### config.mk
export PLATFORM = sky130hd
export DESIGN_NAME = flow_rate_estimator
export DESIGN_NICKNAME = d
export VERILOG_FILES = /design/src/sv/fre_pkg.sv /design/src/sv/fre_regs.sv /design/src/sv/fre_divider.sv /design/src/sv/flow_rate_estimator.sv
export SDC_FILE = /design/constraint.sdc
export NUM_CORES = 2
export LEC_CHECK = 0
export BUFFER_PORTS_ARGS = -buffer_cell sky130_fd_sc_hd__buf_2
export CAP_MARGIN = 15
export CORE_ASPECT_RATIO = 0.6
export CORE_MARGIN = 1
export CORE_UTILIZATION = 35
export DETAILED_ROUTE_END_ITERATION = 16
export GPL_TIMING_DRIVEN = 0
export HOLD_SLACK_MARGIN = 0.15
export SETUP_SLACK_MARGIN = 0.4
export SYNTH_ARGS = -nofsm -noshare
export SYNTH_HDL_FRONTEND = slang
export SYNTH_SLANG_ARGS = --single-unit
### constraint.sdc
create_clock -name clk -period 24.6 [get_ports clk]
set_input_delay 1.23 -clock clk [delete_from_list [all_inputs] [get_ports clk]]
set_output_delay 1.23 -clock clk [all_outputs]
set_load 0.01 [all_outputs]
### src/sv/fre_pkg.sv
`timescale 1ns / 1ps
// ----------------------------------------------------------------------------
// fre_pkg
// Shared types, widths, register indexes and reset values of the flow rate
// estimator.
// ----------------------------------------------------------------------------
package fre_pkg;

    // field widths
    localparam int RATE_W   = 20;
    localparam int WEIGHT_W = 24;
    localparam int REL_W    = WEIGHT_W + 1;
    localparam int DELTA_W  = REL_W + 1;
    localparam int MAG_W    = REL_W;
    localparam int TS_W     = 32;
    localparam int ALPHA_W  = 8;
    localparam int IVL_W    = 24;
    localparam int CNT_W    = 8;
    localparam int SCALE_W  = 20;
    localparam int NUM_W    = MAG_W + SCALE_W;
    localparam int CFG_IDX_W  = 3;
    localparam int CFG_DATA_W = 24;

    // default fraction bits of the filtered rate
    localparam int RATE_FRACTION_BITS_DEF = 8;

    // microseconds per second, the rate scale factor
    localparam logic [SCALE_W-1:0] US_PER_SEC = SCALE_W'(1000000);

    // saturation point of the no-flow counter
    localparam logic [CNT_W-1:0] NO_FLOW_SAT = CNT_W'(255);

    // register indexes
    localparam logic [CFG_IDX_W-1:0] REG_TARE_WEIGHT     = 3'd0;
    localparam logic [CFG_IDX_W-1:0] REG_ALPHA_RISE      = 3'd1;
    localparam logic [CFG_IDX_W-1:0] REG_ALPHA_FALL      = 3'd2;
    localparam logic [CFG_IDX_W-1:0] REG_MIN_VALID_RATE  = 3'd3;
    localparam logic [CFG_IDX_W-1:0] REG_ZERO_EPSILON    = 3'd4;
    localparam logic [CFG_IDX_W-1:0] REG_MIN_INTERVAL_US = 3'd5;
    localparam logic [CFG_IDX_W-1:0] REG_MAX_INTERVAL_US = 3'd6;
    localparam logic [CFG_IDX_W-1:0] REG_NO_FLOW_LIMIT   = 3'd7;

    // register reset values
    localparam logic [WEIGHT_W-1:0] TARE_WEIGHT_RST     = '0;
    localparam logic [ALPHA_W-1:0]  ALPHA_RISE_RST      = ALPHA_W'(46);
    localparam logic [ALPHA_W-1:0]  ALPHA_FALL_RST      = ALPHA_W'(141);
    localparam logic [RATE_W-1:0]   MIN_VALID_RATE_RST  = RATE_W'(200);
    localparam logic [RATE_W-1:0]   ZERO_EPSILON_RST    = RATE_W'(50);
    localparam logic [IVL_W-1:0]    MIN_INTERVAL_US_RST = IVL_W'(50000);
    localparam logic [IVL_W-1:0]    MAX_INTERVAL_US_RST = IVL_W'(800000);
    localparam logic [CNT_W-1:0]    NO_FLOW_LIMIT_RST   = CNT_W'(2);

    // command codes
    localparam logic CMD_SAMPLE  = 1'b0;
    localparam logic CMD_RESTART = 1'b1;

    typedef struct packed {
        logic                       command;
        logic signed [WEIGHT_W-1:0] weight;
        logic [TS_W-1:0]            timestamp_us;
    } sample_t;

    typedef struct packed {
        logic [RATE_W-1:0] raw_rate;
        logic [RATE_W-1:0] filtered_rate;
    } result_t;

    typedef struct packed {
        logic signed [WEIGHT_W-1:0] tare_weight;
        logic [ALPHA_W-1:0]         alpha_rise;
        logic [ALPHA_W-1:0]         alpha_fall;
        logic [RATE_W-1:0]          min_valid_rate;
        logic [RATE_W-1:0]          zero_epsilon;
        logic [IVL_W-1:0]           min_interval_us;
        logic [IVL_W-1:0]           max_interval_us;
        logic [CNT_W-1:0]           no_flow_limit;
    } cfg_t;

endpackage

### src/sv/fre_regs.sv
`timescale 1ns / 1ps
// ----------------------------------------------------------------------------
// fre_regs
// Configuration register bank, written one register per beat.
// ----------------------------------------------------------------------------
module fre_regs (
    input  logic                              clk,
    input  logic                              rst_n,
    input  logic                              cfg_valid,
    output logic                              cfg_ready,
    input  logic [fre_pkg::CFG_IDX_W-1:0]     cfg_index,
    input  logic [fre_pkg::CFG_DATA_W-1:0]    cfg_data,
    output fre_pkg::cfg_t                     cfg
);

    fre_pkg::cfg_t cfg_reg;

    // writes are taken in any cycle
    assign cfg_ready = 1'b1;
    assign cfg       = cfg_reg;

    // register write
    always_ff @(posedge clk or negedge rst_n)
    begin
        if (!rst_n)
        begin
            cfg_reg.tare_weight     <= fre_pkg::TARE_WEIGHT_RST;
            cfg_reg.alpha_rise      <= fre_pkg::ALPHA_RISE_RST;
            cfg_reg.alpha_fall      <= fre_pkg::ALPHA_FALL_RST;
            cfg_reg.min_valid_rate  <= fre_pkg::MIN_VALID_RATE_RST;
            cfg_reg.zero_epsilon    <= fre_pkg::ZERO_EPSILON_RST;
            cfg_reg.min_interval_us <= fre_pkg::MIN_INTERVAL_US_RST;
            cfg_reg.max_interval_us <= fre_pkg::MAX_INTERVAL_US_RST;
            cfg_reg.no_flow_limit   <= fre_pkg::NO_FLOW_LIMIT_RST;
        end
        else if (cfg_valid && cfg_ready)
        begin
            case (cfg_index)
                fre_pkg::REG_TARE_WEIGHT:
                    cfg_reg.tare_weight <= cfg_data[fre_pkg::WEIGHT_W-1:0];
                fre_pkg::REG_ALPHA_RISE:
                    cfg_reg.alpha_rise <= cfg_data[fre_pkg::ALPHA_W-1:0];
                fre_pkg::REG_ALPHA_FALL:
                    cfg_reg.alpha_fall <= cfg_data[fre_pkg::ALPHA_W-1:0];
                fre_pkg::REG_MIN_VALID_RATE:
                    cfg_reg.min_valid_rate <= cfg_data[fre_pkg::RATE_W-1:0];
                fre_pkg::REG_ZERO_EPSILON:
                    cfg_reg.zero_epsilon <= cfg_data[fre_pkg::RATE_W-1:0];
                fre_pkg::REG_MIN_INTERVAL_US:
                    cfg_reg.min_interval_us <= cfg_data[fre_pkg::IVL_W-1:0];
                fre_pkg::REG_MAX_INTERVAL_US:
                    cfg_reg.max_interval_us <= cfg_data[fre_pkg::IVL_W-1:0];
                fre_pkg::REG_NO_FLOW_LIMIT:
                    cfg_reg.no_flow_limit <= cfg_data[fre_pkg::CNT_W-1:0];
                default:
                    cfg_reg <= cfg_reg;
            endcase
        end
    end

endmodule

### src/sv/fre_divider.sv
`timescale 1ns / 1ps
// ----------------------------------------------------------------------------
// fre_divider
// Restoring divider, one quotient bit per cycle, with the quotient saturated
// to the rate range. A zero divisor saturates.
// ----------------------------------------------------------------------------
module fre_divider (
    input  logic                            clk,
    input  logic                            rst_n,
    input  logic                            start,
    input  logic [fre_pkg::NUM_W-1:0]       numerator,
    input  logic [fre_pkg::TS_W-1:0]        divisor,
    output logic                            done,
    output logic [fre_pkg::RATE_W-1:0]      quotient
);

    localparam int RATE_W = fre_pkg::RATE_W;
    localparam int TS_W   = fre_pkg::TS_W;
    localparam int NUM_W  = fre_pkg::NUM_W;
    localparam int STEP_W = $clog2(RATE_W + 1);
    localparam int WIDE_W = TS_W + RATE_W;

    logic               busy_reg;
    logic               done_reg;
    logic [STEP_W-1:0]  count_reg;
    logic [TS_W-1:0]    rem_reg;
    logic [TS_W-1:0]    divisor_reg;
    logic [RATE_W-1:0]  low_reg;
    logic [RATE_W-1:0]  quo_reg;

    logic [TS_W:0]      shifted;
    logic [TS_W:0]      trial;
    logic               overflow;

    // quotient would not fit the rate range
    assign overflow = WIDE_W'(numerator) >= {divisor, {RATE_W{1'b0}}};

    // one trial subtraction per cycle
    assign shifted = {rem_reg, low_reg[RATE_W-1]};
    assign trial   = shifted - {1'b0, divisor_reg};

    assign done     = done_reg;
    assign quotient = quo_reg;

    // control
    always_ff @(posedge clk or negedge rst_n)
    begin
        if (!rst_n)
        begin
            busy_reg  <= 1'b0;
            done_reg  <= 1'b0;
            count_reg <= '0;
        end
        else
        begin
            done_reg <= 1'b0;
            if (start)
            begin
                if (overflow)
                begin
                    done_reg <= 1'b1;
                end
                else
                begin
                    busy_reg  <= 1'b1;
                    count_reg <= STEP_W'(RATE_W);
                end
            end
            else if (busy_reg)
            begin
                count_reg <= count_reg - 1'b1;
                if (count_reg == STEP_W'(1))
                begin
                    busy_reg <= 1'b0;
                    done_reg <= 1'b1;
                end
            end
        end
    end

    // datapath
    always_ff @(posedge clk)
    begin
        if (start)
        begin
            divisor_reg <= divisor;
            rem_reg     <= TS_W'(numerator[NUM_W-1:RATE_W]);
            low_reg     <= numerator[RATE_W-1:0];
            quo_reg     <= overflow ? {RATE_W{1'b1}} : '0;
        end
        else if (busy_reg)
        begin
            low_reg <= {low_reg[RATE_W-2:0], 1'b0};
            if (!trial[TS_W])
            begin
                rem_reg <= trial[TS_W-1:0];
                quo_reg <= {quo_reg[RATE_W-2:0], 1'b1};
            end
            else
            begin
                rem_reg <= shifted[TS_W-1:0];
                quo_reg <= {quo_reg[RATE_W-2:0], 1'b0};
            end
        end
    end

endmodule

### src/sv/flow_rate_estimator.sv
`timescale 1ns / 1ps
// ----------------------------------------------------------------------------
// flow_rate_estimator
// Scale flow rate estimator: tare, weight change over elapsed time through an
// iterative divider, asymmetric EWMA filter with no-flow forcing.
// ----------------------------------------------------------------------------
// a restart or first sample runs PREP then DONE; a sample outside the interval
// window runs PREP, CHECK, DONE; one with no weight gain runs PREP, CHECK, MUL,
// FILT1, FILT2, SNAP, DONE; a gain adds DIVGO and DIVWAIT on the 20-step bit-serial
// divider, which skips its steps when the rate saturates. A held result
// beat keeps an item in DONE; sample_stall is high while an item is worked on.
// reset clears all state and loads register defaults.
module flow_rate_estimator #(
    parameter int RATE_FRACTION_BITS = fre_pkg::RATE_FRACTION_BITS_DEF
) (
    input  logic                            clk,
    input  logic                            rst_n,
    input  logic                            sample_valid,
    output logic                            sample_stall,
    input  fre_pkg::sample_t                sample,
    output logic                            result_valid,
    input  logic                            result_stall,
    output fre_pkg::result_t                result,
    input  logic                            cfg_valid,
    output logic                            cfg_ready,
    input  logic [fre_pkg::CFG_IDX_W-1:0]   cfg_index,
    input  logic [fre_pkg::CFG_DATA_W-1:0]  cfg_data
);

    localparam int RATE_W   = fre_pkg::RATE_W;
    localparam int WEIGHT_W = fre_pkg::WEIGHT_W;
    localparam int REL_W    = fre_pkg::REL_W;
    localparam int DELTA_W  = fre_pkg::DELTA_W;
    localparam int MAG_W    = fre_pkg::MAG_W;
    localparam int TS_W     = fre_pkg::TS_W;
    localparam int ALPHA_W  = fre_pkg::ALPHA_W;
    localparam int CNT_W    = fre_pkg::CNT_W;
    localparam int NUM_W    = fre_pkg::NUM_W;
    localparam int FINE_W   = RATE_W + RATE_FRACTION_BITS;
    localparam int PROD_W   = FINE_W + ALPHA_W + 2;

    // sequencer states
    localparam logic [3:0] S_IDLE    = 4'd0;
    localparam logic [3:0] S_PREP    = 4'd1;
    localparam logic [3:0] S_CHECK   = 4'd2;
    localparam logic [3:0] S_MUL     = 4'd3;
    localparam logic [3:0] S_DIVGO   = 4'd4;
    localparam logic [3:0] S_DIVWAIT = 4'd5;
    localparam logic [3:0] S_FILT1   = 4'd6;
    localparam logic [3:0] S_FILT2   = 4'd7;
    localparam logic [3:0] S_SNAP    = 4'd8;
    localparam logic [3:0] S_DONE    = 4'd9;

    fre_pkg::cfg_t              cfg;

    logic [3:0]                 state_reg;
    logic [3:0]                 state_next;

    // item registers
    logic                       cmd_reg;
    logic signed [WEIGHT_W-1:0] weight_reg;
    logic [TS_W-1:0]            ts_reg;
    logic signed [REL_W-1:0]    rel_reg;
    logic [TS_W-1:0]            dt_reg;
    logic                       delta_pos_reg;
    logic [MAG_W-1:0]           mag_reg;
    logic [NUM_W-1:0]           num_reg;
    logic [RATE_W-1:0]          raw_reg;
    logic signed [PROD_W-1:0]   prod_reg;
    logic [FINE_W-1:0]          sample_fine_reg;
    logic                       force_zero_reg;
    logic                       seed_reg;

    // filter state
    logic signed [REL_W-1:0]    prev_weight_reg;
    logic [TS_W-1:0]            prev_time_reg;
    logic                       have_prev_reg;
    logic [CNT_W-1:0]           nf_count_reg;
    logic [RATE_W-1:0]          raw_hold_reg;
    logic [FINE_W-1:0]          fine_reg;

    // output register
    logic                       result_valid_reg;
    fre_pkg::result_t           result_reg;

    // combinational values
    logic                       in_accept;
    logic                       out_free;
    logic signed [REL_W-1:0]    rel;
    logic signed [DELTA_W-1:0]  delta;
    logic                       in_window;
    logic [NUM_W-1:0]           num_prod;
    logic                       div_start;
    logic                       div_done;
    logic [RATE_W-1:0]          div_quo;
    logic [RATE_W-1:0]          raw_valid;
    logic [CNT_W-1:0]           cnt_inc;
    logic [FINE_W-1:0]          sample_fine;
    logic [ALPHA_W-1:0]         alpha_sel;
    logic signed [ALPHA_W:0]    alpha_ext;
    logic signed [FINE_W:0]     diff;
    logic signed [PROD_W-1:0]   prod;
    logic signed [PROD_W-1:0]   step;
    logic [FINE_W+1:0]          ewma_sum;
    logic [FINE_W-1:0]          ewma_res;
    logic [FINE_W-1:0]          eps_fine;

    fre_regs u_regs (
        .clk       (clk),
        .rst_n     (rst_n),
        .cfg_valid (cfg_valid),
        .cfg_ready (cfg_ready),
        .cfg_index (cfg_index),
        .cfg_data  (cfg_data),
        .cfg       (cfg)
    );

    fre_divider u_divider (
        .clk       (clk),
        .rst_n     (rst_n),
        .start     (div_start),
        .numerator (num_reg),
        .divisor   (dt_reg),
        .done      (div_done),
        .quotient  (div_quo)
    );

    // handshakes
    assign sample_stall = (state_reg != S_IDLE);
    assign in_accept    = sample_valid && !sample_stall;
    assign out_free     = !result_valid_reg || !result_stall;
    assign result_valid = result_valid_reg;
    assign result       = result_reg;
    assign div_start    = (state_reg == S_DIVGO);

    // tare, weight change, interval window
    assign rel       = REL_W'(weight_reg) - REL_W'(cfg.tare_weight);
    assign delta     = DELTA_W'(rel_reg) - DELTA_W'(prev_weight_reg);
    assign in_window = (dt_reg >= TS_W'(cfg.min_interval_us))
                    && (dt_reg <= TS_W'(cfg.max_interval_us));
    assign num_prod  = NUM_W'(mag_reg) * NUM_W'(fre_pkg::US_PER_SEC);

    // raw rate floor and filter gain selection
    assign raw_valid   = (raw_reg < cfg.min_valid_rate) ? '0 : raw_reg;
    assign cnt_inc     = (nf_count_reg == fre_pkg::NO_FLOW_SAT)
                       ? nf_count_reg : nf_count_reg + 1'b1;
    assign sample_fine = {raw_valid, {RATE_FRACTION_BITS{1'b0}}};
    assign alpha_sel   = ((raw_valid != '0) && (sample_fine >= fine_reg))
                       ? cfg.alpha_rise : cfg.alpha_fall;
    assign alpha_ext   = {1'b0, alpha_sel};
    assign diff        = $signed({1'b0, sample_fine}) - $signed({1'b0, fine_reg});
    assign prod        = alpha_ext * diff;

    // filter update with floor division by 256 and clamping
    assign step     = prod_reg >>> ALPHA_W;
    assign ewma_sum = {2'b00, fine_reg} + step[FINE_W+1:0];
    always_comb
    begin
        if (ewma_sum[FINE_W+1])
            ewma_res = '0;
        else if (ewma_sum[FINE_W])
            ewma_res = {FINE_W{1'b1}};
        else
            ewma_res = ewma_sum[FINE_W-1:0];
    end

    assign eps_fine = {cfg.zero_epsilon, {RATE_FRACTION_BITS{1'b0}}};

    // sequencer next state
    always_comb
    begin
        state_next = state_reg;
        case (state_reg)
            S_IDLE:
                if (in_accept)
                    state_next = S_PREP;
            S_PREP:
                if (cmd_reg == fre_pkg::CMD_RESTART || !have_prev_reg)
                    state_next = S_DONE;
                else
                    state_next = S_CHECK;
            S_CHECK:
                state_next = in_window ? S_MUL : S_DONE;
            S_MUL:
                state_next = delta_pos_reg ? S_DIVGO : S_FILT1;
            S_DIVGO:
                state_next = S_DIVWAIT;
            S_DIVWAIT:
                if (div_done)
                    state_next = S_FILT1;
            S_FILT1:
                state_next = S_FILT2;
            S_FILT2:
                state_next = S_SNAP;
            S_SNAP:
                state_next = S_DONE;
            S_DONE:
                if (out_free)
                    state_next = S_IDLE;
            default:
                state_next = S_IDLE;
        endcase
    end

    // control and filter state
    always_ff @(posedge clk or negedge rst_n)
    begin
        if (!rst_n)
        begin
            state_reg        <= S_IDLE;
            prev_weight_reg  <= '0;
            prev_time_reg    <= '0;
            have_prev_reg    <= 1'b0;
            nf_count_reg     <= '0;
            raw_hold_reg     <= '0;
            fine_reg         <= '0;
            result_valid_reg <= 1'b0;
        end
        else
        begin
            state_reg <= state_next;

            if (result_valid_reg && !result_stall && state_reg != S_DONE)
                result_valid_reg <= 1'b0;

            case (state_reg)
                S_PREP:
                    if (cmd_reg == fre_pkg::CMD_RESTART)
                    begin
                        prev_weight_reg <= '0;
                        prev_time_reg   <= '0;
                        have_prev_reg   <= 1'b0;
                        nf_count_reg    <= '0;
                        raw_hold_reg    <= '0;
                        fine_reg        <= '0;
                    end
                    else if (!have_prev_reg)
                    begin
                        prev_weight_reg <= rel;
                        prev_time_reg   <= ts_reg;
                        have_prev_reg   <= 1'b1;
                    end
                S_CHECK:
                begin
                    prev_weight_reg <= rel_reg;
                    prev_time_reg   <= ts_reg;
                end
                S_FILT1:
                begin
                    raw_hold_reg <= raw_valid;
                    nf_count_reg <= (raw_valid == '0) ? cnt_inc : '0;
                end
                S_FILT2:
                    if (force_zero_reg)
                        fine_reg <= '0;
                    else if (seed_reg)
                        fine_reg <= sample_fine_reg;
                    else
                        fine_reg <= ewma_res;
                S_SNAP:
                    if (fine_reg < eps_fine)
                        fine_reg <= '0;
                S_DONE:
                    if (out_free)
                        result_valid_reg <= 1'b1;
                default:
                    fine_reg <= fine_reg;
            endcase
        end
    end

    // item datapath
    always_ff @(posedge clk)
    begin
        if (in_accept)
        begin
            cmd_reg    <= sample.command;
            weight_reg <= sample.weight;
            ts_reg     <= sample.timestamp_us;
        end

        case (state_reg)
            S_PREP:
            begin
                rel_reg <= rel;
                dt_reg  <= ts_reg - prev_time_reg;
            end
            S_CHECK:
            begin
                delta_pos_reg <= !delta[DELTA_W-1] && (delta != '0);
                mag_reg       <= delta[MAG_W-1:0];
            end
            S_MUL:
            begin
                num_reg <= num_prod;
                raw_reg <= '0;
            end
            S_DIVWAIT:
                if (div_done)
                    raw_reg <= div_quo;
            S_FILT1:
            begin
                prod_reg        <= prod;
                sample_fine_reg <= sample_fine;
                seed_reg        <= (fine_reg == '0);
                force_zero_reg  <= (raw_valid == '0) && (cnt_inc >= cfg.no_flow_limit);
            end
            S_DONE:
                if (out_free)
                begin
                    result_reg.raw_rate      <= raw_hold_reg;
                    result_reg.filtered_rate <= fine_reg[FINE_W-1:RATE_FRACTION_BITS];
                end
            default:
                ;
        endcase
    end

`ifndef SYNTHESIS
    // a restart leaves the filter empty
    assert property (@(posedge clk) disable iff (!rst_n)
        (state_reg == S_PREP && cmd_reg == fre_pkg::CMD_RESTART) |=>
        (fine_reg == '0 && !have_prev_reg && raw_hold_reg == '0))
        else $error("restart did not clear filter state");

    // divider finishes only while the sequencer waits for it
    assert property (@(posedge clk) disable iff (!rst_n)
        div_done |-> (state_reg == S_DIVWAIT))
        else $error("divider done outside wait state");

    // a running no-flow count means the last raw rate was zero
    assert property (@(posedge clk) disable iff (!rst_n)
        (nf_count_reg != '0) |-> (raw_hold_reg == '0))
        else $error("no-flow count with nonzero raw rate");

    // leaving the done state always loads a result beat
    assert property (@(posedge clk) disable iff (!rst_n)
        (state_reg == S_DONE && state_next == S_IDLE) |=> result_valid_reg)
        else $error("result beat not loaded");
`endif

endmodule

-- Yosys cells after proc, flatten, opt, wreduce, memory -nomap -nowiden
Cells that the tools add are included.
- output and inout bits: 43
- register bits after elaboration: 664
- equal/unequal tests: 26
- $add $sub $neg: 8
- reduce and logical (&&, ||, !) cells: 41
- magnitude comparators: 7
- mux-type cells: 54
- $mul: 2
- operators with widths (cell ; count):
    $mux 28 ; 6
    $mux 20 ; 8
    $mux 25 ; 4
    $mux 32 ; 3
    $pmux 28 s3 ; 1
    $pmux 20 s2 ; 2
    $pmux 32 s2 ; 1
    $ge 45x52->1 ; 1
    $pmux 25 s2 ; 1
    $pmux 4 s10 ; 1
    $mul 25x14->39 const B ; 1
    $mul 9x29->38 ; 1
    $sub 33x32->33 ; 1
    $ge 32x24->1 ; 1
    $le 32x24->1 ; 1
    $mux 8 ; 4
    $sub 32x32->32 ; 1
    $add 28x30->30 ; 1
    $sub 28x28->29 ; 1
    $ge 28x28->1 ; 1
    $logic_not 28->1 ; 1
    $lt 28x28->1 ; 1
    $reduce_and 2->1 ; 13
    $reduce_bool 26->1 ; 1
    other kinds (35) ; 81

-- Depth between registers and ports, before layout
- word-level depth: 6
- mapped depth: 40
- mapped depth without buffers: 36

-- Cells and area by module
From an unflattened synthesis, not the netlist that was laid out.
- cells, all modules: 4583
- area total of the unflattened synthesis: 48651.7 um^2
- modules (own cells, without submodules) (module ; sequential area each (um^2) ; cells an instance ; area an instance (um^2) ; times used):
    flow_rate_estimator ; 11716.2 ; 3538 ; 35980.8 ; 1
    fre_divider ; 3228.1 ; 747 ; 7490.9 ; 1
    fre_regs ; 3437.0 ; 298 ; 5180.0 ; 1

-- Worst setup path after synthesis
Ideal clock, no wire load.
- kind: register -> register
- start: register raw_reg[9]
- end: register prod_reg[33], data pin
- clock period less this slack: 8984 ps
- data required time: 24420 ps
- setup slack: 15616 ps
- buffers on the path: 6
- arrival: 8804 ps
- library setup time: 180 ps
- stages on the path, launching flop included: 40
- cells stage by stage: edfxtp_1 ha_1 a21o_1 a21o_1 a221o_1 a31oi_1 o21ai_0 clkbuf_1 and2_1 ha_1 buf_4 nand3_1 or2_1 o31ai_4 a21oi_2 o21a_1 a21boi_1 buf_2 [4 not listed] ha_1 fa_1 fa_1 inv_1 fa_1 inv_1 ha_1 clkbuf_1 a21o_1 a21o_1 a21oi_1 o21ai_0 a21oi_1 a21oi_1 a2111oi_2 nor4_1 or4_1 o311ai_1
- word-level cells in the longest chain between the ends: 6
- ends and longest elaborated chain (item ; line ; text):
    start: declaration ; flow_rate_estimator.sv:68 ; logic [RATE_W-1:0] raw_reg;
    start signal: assignment ; flow_rate_estimator.sv:300 ; raw_reg <= div_quo;
    $lt 20x20->1 (*) ; flow_rate_estimator.sv:144 ; assign raw_valid = (raw_reg < cfg.min_valid_rate) ? '0 : raw_reg;
    $mux 20 (*) ; flow_rate_estimator.sv:144 ;
    named net raw_valid[3] ; flow_rate_estimator.sv:96 ; logic [RATE_W-1:0] raw_valid;
    $ge 28x28->1 or $reduce_bool 20->1 (tied branches) ; flow_rate_estimator.sv:148 ; assign alpha_sel = ((raw_valid != '0) && (sample_fine >= fine_reg))
    $logic_and 1x1->1 ; flow_rate_estimator.sv:148 ;
    $mux 8 ; flow_rate_estimator.sv:149 ; ? cfg.alpha_rise : cfg.alpha_fall;
    $mul 9x29->38 (*) ; flow_rate_estimator.sv:152 ; assign prod = alpha_ext * diff;
    named net prod[33] ; flow_rate_estimator.sv:102 ; logic signed [PROD_W-1:0] prod;
    end signal: assignment ; flow_rate_estimator.sv:303 ; prod_reg <= prod;
    end: declaration ; flow_rate_estimator.sv:69 ; logic signed [PROD_W-1:0] prod_reg;
Mark *: on every way through the listed nets, which the timed path passes. The rest lies on a longest branch.
A chain may end at the register's enable or synchronous reset.

-- Final worst setup path
Ends and elaborated chain as after synthesis.

==> results.toml <==
[synth]
synth_nets = 5634
synth_top_cell_area_share_pct = 23.49
synth_edf_count = 382
synth_top_flop_cell = "edfxtp_1"
syn_area_um2 = 48840
synth_cell_types = 106
ys_ff_latch = 651
syn_inst = 4774
ys_async_sr_fraction_pct = 40.25
yosysTopAreaCell = "edfxtp_1"
yosys_warnings = 0
avgSynthCellArea_um2 = 10.23
ys_seq_area_share_pct = 37.27
synth_area_leaders = "edfxtp_1, ha_1, dfrtp_1"

[detailed_routing]
vias = 36560
postRouteWirelength_um = 149800
route.detailed.drc = 0
drtPass1Iterations = 7
antenna_left = 0
drt_iter0_drc = 3957
via_per_inst = 5.324
avgRoutedWirePerCell_um = 21.82

[floorplan]
die_h_um = 291.4
start_util_pct = 35.51
rows = 105
ioPinCount = 132
core_area_um2 = 137600
die_x_um = 484.3
dieArea_um2 = 141100

[critical_path]
rrSetupSlack_ns = 11.36
setup.worst_path.start_class = "flop"
crit_top_cell = "ha_1"
worst_path_max_delay_cell = "mux2i_1"
critPathKind = "reg2reg"
cp.arrival_ns = 13.72
regToRegEndpoint = "prod_reg[33]$_DFFE_PP_"
crit_required_ns = 25.08
endpoint_kind = "flop"
r2r_cells = 37
timing.rr.start = "raw_reg[9]$_SDFFCE_PN0P_"
slowest_delay_ns = 1.00
crit_fanout = 10

[global_routing]
grt_pass1_wl_um = 225000
grtUsageTotal_pct = 21.15
grt_max_degree = 90
grt_pass1_vias = 34730
gr-total-overflow = 0
antenna_found_initial = 12

[clock_network]
clockBufferDepth = 3
cts.sink_count = 651
cts_resized = 0
cts_buffers = 59
hold_buffers = 0
root_buffer = "clkbuf_16"
cts_max_level = 2
clkTransAtPathRegs_ns = 0.07
insertion_delay_ns = 0.67
postCtsSetupRepairBufs = 0
cts_tree = "yes"

[placed_design]
dpl.hpwl_um = 121800
portBuffers = 127
globalplace.congestion = 0.9676

[outcome]
status = "complete, no violations"

[worst_hold_path]
hold_class = "in2async"

[timing]
finClkSkew_ns = 0.04665
setup_viol = 0
relSlewSlack_pct = 12.52
tightest_slew_ns = 1.279
hold_viol = 0
drv_slew = 0
min_period_ns = 13.24
fin_crit_sh_pct = 53.84
rsz0062_at_grt = "no"
timing.fmax_mhz = 75.51
final.setup.tns_ns = 0

[cells_and_area]
syn_to_final_growth_pct = 11.03
fin_util_pct = 39.42
layout_commonest_cell = "inv_1"
final_cell_mix = "inv_1, ha_1, nand2_1"
drive_gt1_share_pct = 9.234
final_nets = 5845
largest_register_ffs = 136

[flow_run]
cap_violations = 0
kinds of logic after synthesis:
logic type	Yosys count	synth area share [%]
compound gates	965	13.44
xor+xnor	210	3.766
fa+ha+maj	771	24.12
buf+inv	795	6.282
flops	651	37.27
mux	147	3.292
other cells	1	0.007678
simple gates	1234	11.83
worst max-delay path: cells and delay by family, from the launching register on:
kind / cells / cell delay [ns]
AOI/OAI and AO/OA: 12 / 3.49
adders and majority gates: 7 / 3.10
buffers and inverters: 8 / 2.54
and+or+nand+nor: 9 / 2.27
muxes: 1 / 1.00
DFF: 1 / 0.61
how the worst max path moves through the flow:
stage	startpoint	end	slack, ns	cells after the start
3_3_place_gp	raw_reg[9]$_SDFFCE_PN0P_	prod_reg[33]$_DFFE_PP_	11.46	38
5_1_grt	raw_reg[9]$_SDFFCE_PN0P_	prod_reg[33]$_DFFE_PP_	11.08	40
4_1_cts	raw_reg[9]$_SDFFCE_PN0P_	prod_reg[33]$_DFFE_PP_	11.37	38
3_5_place_dp	raw_reg[9]$_SDFFCE_PN0P_	prod_reg[33]$_DFFE_PP_	11.43	38
6_report	raw_reg[9]$_SDFFCE_PN0P_	prod_reg[33]$_DFFE_PP_	11.36	37
2_1_floorplan	raw_reg[9]$_SDFFCE_PN0P_	prod_reg[33]$_DFFE_PP_	15.62	39
cell usage after synthesis, types with 9 or more instances:
master     number
nor2b_1        45
nand2_1       421
nand4_1        31
nor3_1         71
o22ai_1        12
clkbuf_1       96
a22oi_1        11
a22o_1         32
a21o_1        152
xor2_1         61
inv_1         668
ha_1          487
o221ai_2       12
o21ai_1        11
a221o_1         9
mux2_2        103
a21oi_1       226
o211ai_1       19
o221ai_1        9
buf_2          15
a21boi_0        9
a31oi_1        34
edfxtp_1      382
and3_1         28
o21bai_1       29
a211oi_1       17
and2_1         58
nor2_1        335
mux2i_1        41
nand3_1        70
o31ai_1        13
a2111oi_0       9
nor4_1         29
nor3b_1        15
nand2b_1       69
fa_1          284
o21ai_0       193
or3_1          15
o21a_1         55
xnor2_1       149
dfstp_2        27
dfrtp_1       235
final cells by class:
| type | instances | area (um2) |
|---|---|---|
| Inverter | 670 | 2520 |
| Timing Repair Buffer | 150 | 960.9 |
| Antenna cell | 11 | 27.53 |
| Multi-Input combinational cell | 3328 | 27600 |
| Buffer | 125 | 555.5 |
| Clock inverter | 36 | 442.9 |
| Sequential cell | 651 | 18200 |
| Clock buffer | 76 | 1648 |
| Fill cell | 13340 | 83320 |
| Tap cell | 1819 | 2276 |
routing by layer:
metal  vias to the layer above  routed length, um  global-route usage [%]
li1                      16960                  -                       -
met3                        98              19840                   8.125
met5                         -                 41                       0
met1                     17960              78150                   35.76
met2                      1539              49960                   24.10
met4                         6               1798                   2.642
per-stage QoR:
| stage | instance area [um2] | hold WS (ns) | worst slack [ns] | cells |
|---|---|---|---|---|
| after floorplan | 48840 | 0.4253 | 15.62 | 4774 |
| after global placement | 51750 | 0.4411 | 11.46 | 6720 |
| after detailed placement | 52100 | 0.4443 | 11.43 | 6742 |
| after CTS | 54190 | 0.3772 | 11.37 | 6854 |
| after global routing | 54210 | 0.3849 | 11.08 | 6859 |
| final | 54230 | 0.4057 | 11.36 | 6866 |
Power is left out: the tool's default activity adds up to more than one toggle a clock period on the data nets, which glitch-free logic cannot reach.
